$ cat src/rtl/sfh_pkg.sv
package sfh_pkg;

  localparam int SYMBOL_BITS = 16;
  localparam int COUNT_BITS  = 20;
  localparam int DIST_BITS   = SYMBOL_BITS + 1;

  localparam int IN_WIDTH      = ((SYMBOL_BITS + 7) / 8) * 8;
  localparam int OUT_RAW_WIDTH = SYMBOL_BITS + COUNT_BITS + DIST_BITS;
  localparam int OUT_WIDTH     = ((OUT_RAW_WIDTH + 7) / 8) * 8;

  localparam logic [COUNT_BITS-1:0] CNT_MAX  = {COUNT_BITS{1'b1}};
  localparam logic [DIST_BITS-1:0]  NUM_SYMS = {1'b1, {SYMBOL_BITS{1'b0}}};

  localparam logic MODE_COUNT = 1'b0;
  localparam logic MODE_FETCH = 1'b1;

  typedef struct packed {
    logic clear_wr;   // write zero at the clearing address
    logic cnt_rd;     // read the count of the incoming symbol
    logic cnt_upd;    // write back the incremented count
    logic scan_rd;    // read the count at the scan position
    logic scan_miss;  // entry was zero, step to the next position
    logic scan_hit;   // return the entry and clear it
    logic scan_end;   // return the end marker and restart
  } sfh_cmd_t;

  typedef struct packed {
    logic clear_done;
    logic rd_nonzero;
    logic scan_at_end;
    logic out_free;
  } sfh_status_t;

endpackage

$ cat src/rtl/sfh_ctrl.sv
module sfh_ctrl
  import sfh_pkg::*;
(
  input  logic        clk,
  input  logic        rst,
  input  logic        s_tvalid,
  input  logic        s_tuser,
  output logic        s_tready,
  input  sfh_status_t status,
  output sfh_cmd_t    cmd
);

  localparam logic [2:0] ST_CLEAR    = 3'd0;
  localparam logic [2:0] ST_IDLE     = 3'd1;
  localparam logic [2:0] ST_CNT_UPD  = 3'd2;
  localparam logic [2:0] ST_SCAN_RD  = 3'd3;
  localparam logic [2:0] ST_SCAN_CHK = 3'd4;

  logic [2:0] state;
  logic [2:0] state_next;

  always_ff @(posedge clk) begin
    if (rst) begin
      state <= ST_CLEAR;
    end else begin
      state <= state_next;
    end
  end

  always_comb begin
    state_next = state;
    cmd        = '0;
    s_tready   = 1'b0;
    case (state)
      ST_CLEAR: begin
        cmd.clear_wr = 1'b1;
        if (status.clear_done) begin
          state_next = ST_IDLE;
        end
      end
      ST_IDLE: begin
        s_tready = 1'b1;
        if (s_tvalid) begin
          if (s_tuser == MODE_COUNT) begin
            cmd.cnt_rd = 1'b1;
            state_next = ST_CNT_UPD;
          end else begin
            state_next = ST_SCAN_RD;
          end
        end
      end
      ST_CNT_UPD: begin
        cmd.cnt_upd = 1'b1;
        state_next  = ST_IDLE;
      end
      ST_SCAN_RD: begin
        if (status.scan_at_end) begin
          if (status.out_free) begin
            cmd.scan_end = 1'b1;
            state_next   = ST_IDLE;
          end
        end else begin
          cmd.scan_rd = 1'b1;
          state_next  = ST_SCAN_CHK;
        end
      end
      ST_SCAN_CHK: begin
        // The read data register holds while no new read is issued, so a
        // hit can wait here for the output register to drain.
        if (status.rd_nonzero) begin
          if (status.out_free) begin
            cmd.scan_hit = 1'b1;
            state_next   = ST_IDLE;
          end
        end else begin
          cmd.scan_miss = 1'b1;
          state_next    = ST_SCAN_RD;
        end
      end
      default: begin
        state_next = ST_CLEAR;
      end
    endcase
  end

endmodule

$ cat config.mk
export PLATFORM = sky130hd
export DESIGN_NAME = sfh_ctrl
export DESIGN_NICKNAME = d
export VERILOG_FILES = /design/src/rtl/sfh_pkg.sv /design/src/rtl/sfh_ctrl.sv
export SDC_FILE = /design/constraint.sdc
export NUM_CORES = 1
export LEC_CHECK = 0
export BUFFER_PORTS_ARGS = -buffer_cell sky130_fd_sc_hd__buf_2
export CELL_PAD_IN_SITES_DETAIL_PLACEMENT = 0
export CELL_PAD_IN_SITES_GLOBAL_PLACEMENT = 1
export CORE_AREA = 2 2 39 41
export DETAILED_ROUTE_END_ITERATION = 10
export DIE_AREA = 0 0 41 43
export HOLD_SLACK_MARGIN = 0.05
export PLACE_DENSITY_LB_ADDON = 0.05
export SETUP_SLACK_MARGIN = 0.1
export SLEW_MARGIN = 15
export SYNTH_ARGS = -nofsm -noshare
export SYNTH_HDL_FRONTEND = slang
export SYNTH_SLANG_ARGS = --single-unit
$ cat constraint.sdc
create_clock -name clk -period 2.1 [get_ports clk]
set_input_delay 0.21 -clock clk [delete_from_list [all_inputs] [get_ports clk]]
set_output_delay 0.21 -clock clk [all_outputs]
set_load 0.03 [all_outputs]
Yosys cells after proc, flatten, opt, wreduce, memory -nomap -nowiden
Cells that the tools add are included.

Equal/unequal tests: 6. Muxes and demuxes: 21. Reduce and logical (&&, ||, !) cells: 2.

Operator list (count): 3-bit 2-to-1 mux (5); 3-bit case mux with 5 select lines (1); 1-bit 2-to-1 mux (14); 3-bit by 2-bit == test with 1-bit output (second input constant) (2); 2-bit != test (second input constant) (2); 3-bit by 1-bit == test with 1-bit output (second input constant) (1); 3-bit == test (second input constant) (1); 3-bit zero test (1); 2-bit 2-to-1 mux (1); 2-bit AND reduction (1).

Flip-flop bits (word level): 3. Input port bits: 8. Output and inout bits: 8. Logic and storage cells: 30.

Depth between registers and ports, before layout
Gate-level depths: netlist of the first run.

Depth in word-level cells: 3. Mapped depth: 5. Depth with buffers taken out: 4.

Worst setup path before layout of the first run
No wires, ideal clock.

Path kind: reg2out. Start point: register state[1]. End point: output cmd[0] in the netlist's numbering. Arrival time: 1.490 ns. Required time: 1.890 ns. Path slack: 0.400 ns. Stages on the path, launching flop included: 3. Buffers on the path: 0. Path through: dfxtp_1 -> inv_1 -> nor4_1.

RTL lines: start, declared (line sfh_ctrl.sv:19) `logic [2:0] state;`; start signal, assigned (line sfh_ctrl.sv:26) `state <= state_next;`; end, declared (line sfh_ctrl.sv:10) `output sfh_cmd_t cmd`.

==> flow_summary_export.csv, run 1 <==
group,metric,value,unit
run_status,status,"completed",
synth,synth-edff-count,0,
floorplanning,start_util,18.5,%
clock_tree,clock_path_buffers,2,
routing,via_per_inst,4.63,
clock_tree,clk_pin_slew,0.03,ns
synth,synth_top_cell_area_share,23.4,%
clock_tree,insertion_delay,0.23,ns
timing,slew_headroom,75.7,%
routing,wl_per_cell,10.9,um
global_routing,grt_pass1_vias,273,
routing,drc,0,
synth,ys_types,23,
timing,tightest_slew,0.365,ns
synth,yosysSeqAreaShare,23.4,%
setup_path,critPathMaxFanout,8,
synth,postSynthAreaPerCell,7.77,um2
clock_tree,cts_resized,0,
synth,synthCells,33,
run,maxCapViolations,0,
synth,synth.largest_area_cell,"dfxtp_1",
place,gp_congestion,0.684,
timing,min_period,1.62,ns
global_routing,antenna_found_initial,0,
place,io_buffers,15,
timing,hold_ws,0.311,ns
setup_path,cp_slowest_cell,"dfxtp_1",
timing,fmax,616,MHz
floorplanning,row_count,14,
synth,synth_area,256,um2
timing,finalCritPeriodShare,77.3,%
finish,final_common_cell,"buf_2",
floorplanning,io_pins,16,
routing,ant_nets,0,
finish,fin_nets,60,
floorplanning,die_width,41,um
timing,rsz0062_at_grt,"false",
timing,finalClockSkew,0.00320,ns
clock_tree,clockRootBuffer,"clkbuf_4",
setup_path,end_kind,"primary output",
routing,routed_wl,733,um
finish,antenna_cells,0,
global_routing,track_usage,9.42,%
synth,yosys-top-cells-area,"dfxtp_1 (23%), nor3_1 (5.9%), inv_1 (5.9%), nor4b_2 (5.9%), a31oi_1 (4.9%)",
setup_path,cpPeakStageDelay,0.47,ns
timing,setup_violations,0,
clock_tree,cts_buffers,3,
clock_tree,cts_setup_buffers,0,
pwr,p_leak,0.182,nW
finish,post-route-util,26.5,%
setup_path,crit_arrival,1.41,ns
floorplanning,die_area,1760,um2
timing,hold_viol_final,0,
floorplanning,core,1380,um2
global_routing,grt_first_pass_wirelength,1170,um
finish,syn2layout_area_growth,42.9,%
finish,max_flop_register,"state",
pwr,power_density,860,nW/um2
clock_tree,cts.sinks,3,
setup_path,required,1.89,ns
synth,synthFlopType,"dfxtp_1",
timing,finalMaxSlewViolations,0,
synth,synthesis.nets,41,
setup_path,start_kind,"flip-flop",
routing,dr.first_iter.drc_count,0,
timing,fin_setup_tns,0,ns
finish,largestRegisters,"state: 3 flops",
place,dp_cells,63,
clock_tree,htreeDepth,1,
routing,first_pass_iters,1,
finish,layout_common_cells,"buf_2 (15), inv_1 (4), nor3_1 (3), clkbuf_4 (3), dfxtp_1 (3)",
clock_tree,hold_buffers,0,
synth,yosysWarnings,0,
routing,num_vias,310,
clock_tree,cts_tree,"yes",
setup_path,path_cells,"nor3b_1, and3_2, buf_2",
finish,final_cells,67,
synth,synth_seq_cells,3,
synth,async_flop_share,0,%
setup_path,critPathKind,"reg -> out",
global_routing,grt-ovfl-total,0,
hold_path,min-delay-path-class,"in -> reg",
finish,largest_reg_flops,3,
place,dp_hpwl,577,um
floorplanning,die-height,43,um
pwr,vdd_drop_max,0.000208,V
finish,drive_above_1_share,39.2,%
global_routing,grt_max_degree,12,
-- report_power, final --
group	switching [mW]	internal, mW
logic	0.0775	0.0498
registers	0.0227	0.0666
clock network	0.0276	0.0711
-- logic make-up after synthesis --
group	Yosys count	synth area share (%)
simple gates	15	38.0
compound gates	9	24.4
flops	3	23.4
buf+inv	5	10.2
mux	1	3.90
-- path summary, 6_finish.rpt --
kind / startpoint / to / slack [ns] / depth (start not counted)
worst max-delay path: state[2]$_SDFFE_PP0P_ / cmd[1] / 0.48 / 3
worst min-delay path: status[2] / state[2]$_SDFFE_PP0P_ / 0.31 / 3
worst max register to register: state[0]$_SDFFE_PP0P_ / state[0]$_SDFFE_PP0P_ / 0.79 / 3
worst min register to register: state[0]$_SDFFE_PP0P_ / state[1]$_SDFFE_PP0P_ / 0.74 / 2
-- layout make-up --
cell class                 instances  area (um2)
sequential                         3        60.1
inverter                           4        15.0
fill                             169        1020
multi-input combinational         25         170
timing repair buffer              15        75.1
tap                               16        20.0
clock buffer                       4        26.3
-- through the flow --
stage          area (um2)  setup slack (ns)  power (mW)
2_1_floorplan         256             0.400       0.190
5_1_grt               367             0.372       0.337
3_5_place_dp          340             0.701       0.218
6_report              367             0.477       0.315
3_3_place_gp          340             0.672       0.224
4_1_cts               367             0.448       0.322
-- cells in the mapped netlist, types with 2 or more instances --
| master | count |
|---|---|
| inv_1 | 4 |
| a31oi_1 | 2 |
| nor2b_1 | 2 |
| dfxtp_1 | 3 |
| and3_1 | 2 |
| nor3_1 | 3 |
-- critical path, delay by kind of cell, from the launching register on --
family / cells / cell delay, ns
AND/OR/NAND/NOR: 2 / 0.53
flip-flops: 1 / 0.47
buffers and inverters: 1 / 0.19
-- routing by layer --
| layer | wire (um) | vias to the layer above | track usage [%] |
|---|---|---|---|
| met5 | 0 | - | 0 |
| met3 | 41 | 0 | 0 |
| met2 | 323 | 12 | 14.1 |
| met1 | 368 | 139 | 13.7 |
| met4 | 0 | 0 | 4.00 |
| li1 | - | 159 | - |
No activity file was read; power rests on OpenSTA's default activity.
==> run 2, diff against run 1 <==
ABC_AREA = 1   (was unset)
clock period = 1.55 ns   (was 2.1 ns; I/O delays follow)
==> run 2 against run 1 <==
Against the previous run:
- worst hold slack worse by 0.21 ns
- largest power group is now the clock network
- design area is 5.8% higher
- sequential cell count stayed put
- combinational power is 6% higher
- non-clock buffer count is 1 higher
- setup slack worse by 0.29 ns
- register-to-register slack worse by 0.36 ns
- sequential power is 9.2% higher
==> flow_summary_export.csv, run 2 <==
group,metric,value,unit
synth,synth_top_cell_area_share,24.4,%
synth,synthCells,42,
timing,hold_viol_final,0,
finish,syn2layout_area_growth,57.4,%
timing,fin_setup_tns,0,ns
synth,ys_types,14,
floorplanning,row_count,14,
finish,fin_area,388,um2
timing,tightest_slew,0.253,ns
run_status,status,"completed",
routing,routed_wl,824,um
synth,yosysWarnings,0,
place,dp_cells,73,
floorplanning,die_area,1760,um2
place,dp_hpwl,649,um
hold_path,min-delay-path-class,"in -> reg",
synth,yosys-top-cells-area,"dfxtp_1 (24%), nor2_1 (14%), nand2_1 (11%), inv_1 (9.1%), nor3_1 (8.1%)",
synth,yosysSeqAreaShare,24.4,%
floorplanning,die_width,41,um
pwr,power_density,989,nW/um2
routing,drc,0,
global_routing,grt_pass1_vias,296,
timing,setup_violations,0,
routing,wl_per_cell,10.6,um
pwr,pwr-share-comb,34.9,%
setup_path,path_cells,"inv_1, nor2_1, nand2_1, nor2_2, buf_4",
setup_path,rr_worst_depth,7,
clock_tree,clockRootBuffer,"clkbuf_4",
timing,hold_ws,0.101,ns
timing,finalClockSkew,0.00442,ns
global_routing,grt_max_degree,8,
timing,finalMaxSlewViolations,0,
place,place_area,342,um2
synth,synthTopCellsByCount,"nor2_1 (9), nand2_1 (7), inv_1 (6), nor3_1 (4)",
setup_path,crit_buf_inv,2,
pwr,p_leak,0.197,nW
run,maxCapViolations,0,
pwr,vdd_drop_max,0.000438,V
synth,synth-edff-count,0,
setup_path,critPathMaxFanout,4,
clock_tree,hold_buffers,0,
synth,synth.most_common_cell,"nor2_1",
pwr,clkPwrFrac,39.7,%
timing,min_period,1.36,ns
finish,final_cells,78,
setup_path,required,1.39,ns
clock_tree,cts_tree,"yes",
clock_tree,clock_path_buffers,2,
clock_tree,cts.sinks,3,
synth,synthFlopType,"dfxtp_1",
setup_path,cp-endpoint,"cmd[3]",
setup_path,cp-startpoint,"state[0]$_SDFFE_PP0P_",
finish,largest_reg_flops,3,
finish,max_flop_register,"state",
routing,ant_nets,0,
setup_path,rr_endpoint,"state[0]$_SDFFE_PP0P_",
timing,rsz0062_at_grt,"true",
routing,via_per_inst,4.41,
clock_tree,cts_buffers,3,
synth,synth_seq_cells,3,
synth,async_flop_share,0,%
timing,finalCritPeriodShare,88.1,%
floorplanning,io_pins,16,
routing,first_pass_iters,4,
synth,synthesis.nets,50,
global_routing,track_usage,11.1,%
setup_path,cpPeakStageDelay,0.35,ns
floorplanning,core,1380,um2
clock_tree,insertion_delay,0.25,ns
setup_path,end_kind,"primary output",
place,gp_congestion,0.657,
setup_path,cp_slowest_cell,"dfxtp_2",
synth,postSynthAreaPerCell,5.87,um2
synth,synth_area,246,um2
clock_tree,htreeDepth,1,
setup_path,crit_arrival,1.21,ns
finish,fin_nets,71,
clock_tree,clk_pin_slew,0.04,ns
synth,synth.largest_area_cell,"dfxtp_1",
routing,num_vias,344,
floorplanning,die-height,43,um
finish,largestRegisters,"state: 3 flops",
finish,layout_common_cells,"buf_2 (12), nor2_1 (8), nand2_1 (7)",
setup_path,crit_family,"simple AND/OR/NAND/NOR gates",
pwr,p_int,0.232,mW
setup_path,start_kind,"flip-flop",
global_routing,antenna_found_initial,0,
timing,slew_headroom,83.1,%
finish,final_common_cell,"buf_2",
place,io_buffers,15,
setup_path,reg2reg_slack,0.43,ns
pwr,p_sw_share,39.6,%
timing,fmax,733,MHz
finish,drive_above_1_share,43.5,%
setup_path,cp.depth,5,
global_routing,grt-ovfl-total,0,
setup_path,reg2reg_from,"state[1]$_SDFFE_PP0P_",
pwr,switchingPower,0.152,mW
setup_path,critPathKind,"reg -> out",
global_routing,grt_first_pass_wirelength,1210,um
finish,antenna_cells,0,
floorplanning,start_util,17.8,%
pwr,power_frac_seq,25.4,%
routing,dr.first_iter.drc_count,4,
[run 2: area by class of cell]
cell class              count  area (um2)
flip-flops and latches      3        62.6
multi-input cells          32         163
fillers                   160         996
repair buffers             16        90.1
inverters                   7        26.3
well taps                  16        20.0
clock buffers               4        26.3
[run 2: worst min path at each step]
stage	cells after the start	slack (ns)	end	from
after CTS	2	0.10	state[0]$_SDFFE_PP0P_	rst
after detailed placement	2	0.36	state[0]$_SDFFE_PP0P_	rst
final	2	0.10	state[0]$_SDFFE_PP0P_	rst
after global routing	2	0.10	state[0]$_SDFFE_PP0P_	rst
after global placement	2	0.36	state[0]$_SDFFE_PP0P_	rst
after floorplan	1	0.22	state[0]$_SDFFE_PP0P_	rst
[run 2: logic make-up (layout without fill, tap and decap cells)]
family	count (synthesis)	count (layout)	synth area share, %
flip-flops	3	3	24.4
AO/OA/AOI/OAI	2	2	4.06
AND/OR/NAND/NOR	30	30	60.9
buffers and inverters	7	27	10.7
[run 2: per-layer routing]
layer	vias up	routed length (um)	GRT usage [%]	part of all wire [%]
met3	3	74	4.71	9.0
met5	-	0	0	0
met1	149	316	11.0	38
li1	177	-	-	-
met2	15	410	17.2	50
met4	0	22	8.00	2.7
[run 2: worst reg2reg max path: cells and delay by family, from the launching register on]
kind	cells	cell delay, ns
DFF	1	0.36
AOI/OAI and AO/OA	2	0.13
buffers and inverters	2	0.17
and+or+nand+nor	3	0.32
[run 2: repair_timing]
action                     CTS  global route
setup buffers                0             1
resized for setup            1             5
setup endpoints to repair    2             5
pin swaps                    1             1
[run 2: metrics by stage]
| step | utilization (%) | setup WS (ns) | power [mW] |
|---|---|---|---|
| floorplan | - | 0.115 | 0.183 |
| global placement | 24.7 | 0.325 | 0.227 |
| detailed placement | 24.7 | 0.349 | 0.223 |
| CTS | 26.8 | 0.101 | 0.383 |
| global route | 28.0 | 0.0974 | 0.412 |
| finish | 28.0 | 0.185 | 0.384 |
[run 2: power by group through the flow]
stage / Sequential (mW) / Clock [mW] / Combinational, mW
2_1_floorplan: 0.0951 / 0 / 0.0880
3_3_place_gp: 0.0977 / 0 / 0.129
3_5_place_dp: 0.0968 / 0 / 0.126
4_1_cts: 0.0955 / 0.160 / 0.128
5_1_grt: 0.0983 / 0.165 / 0.149
6_report: 0.0975 / 0.152 / 0.134
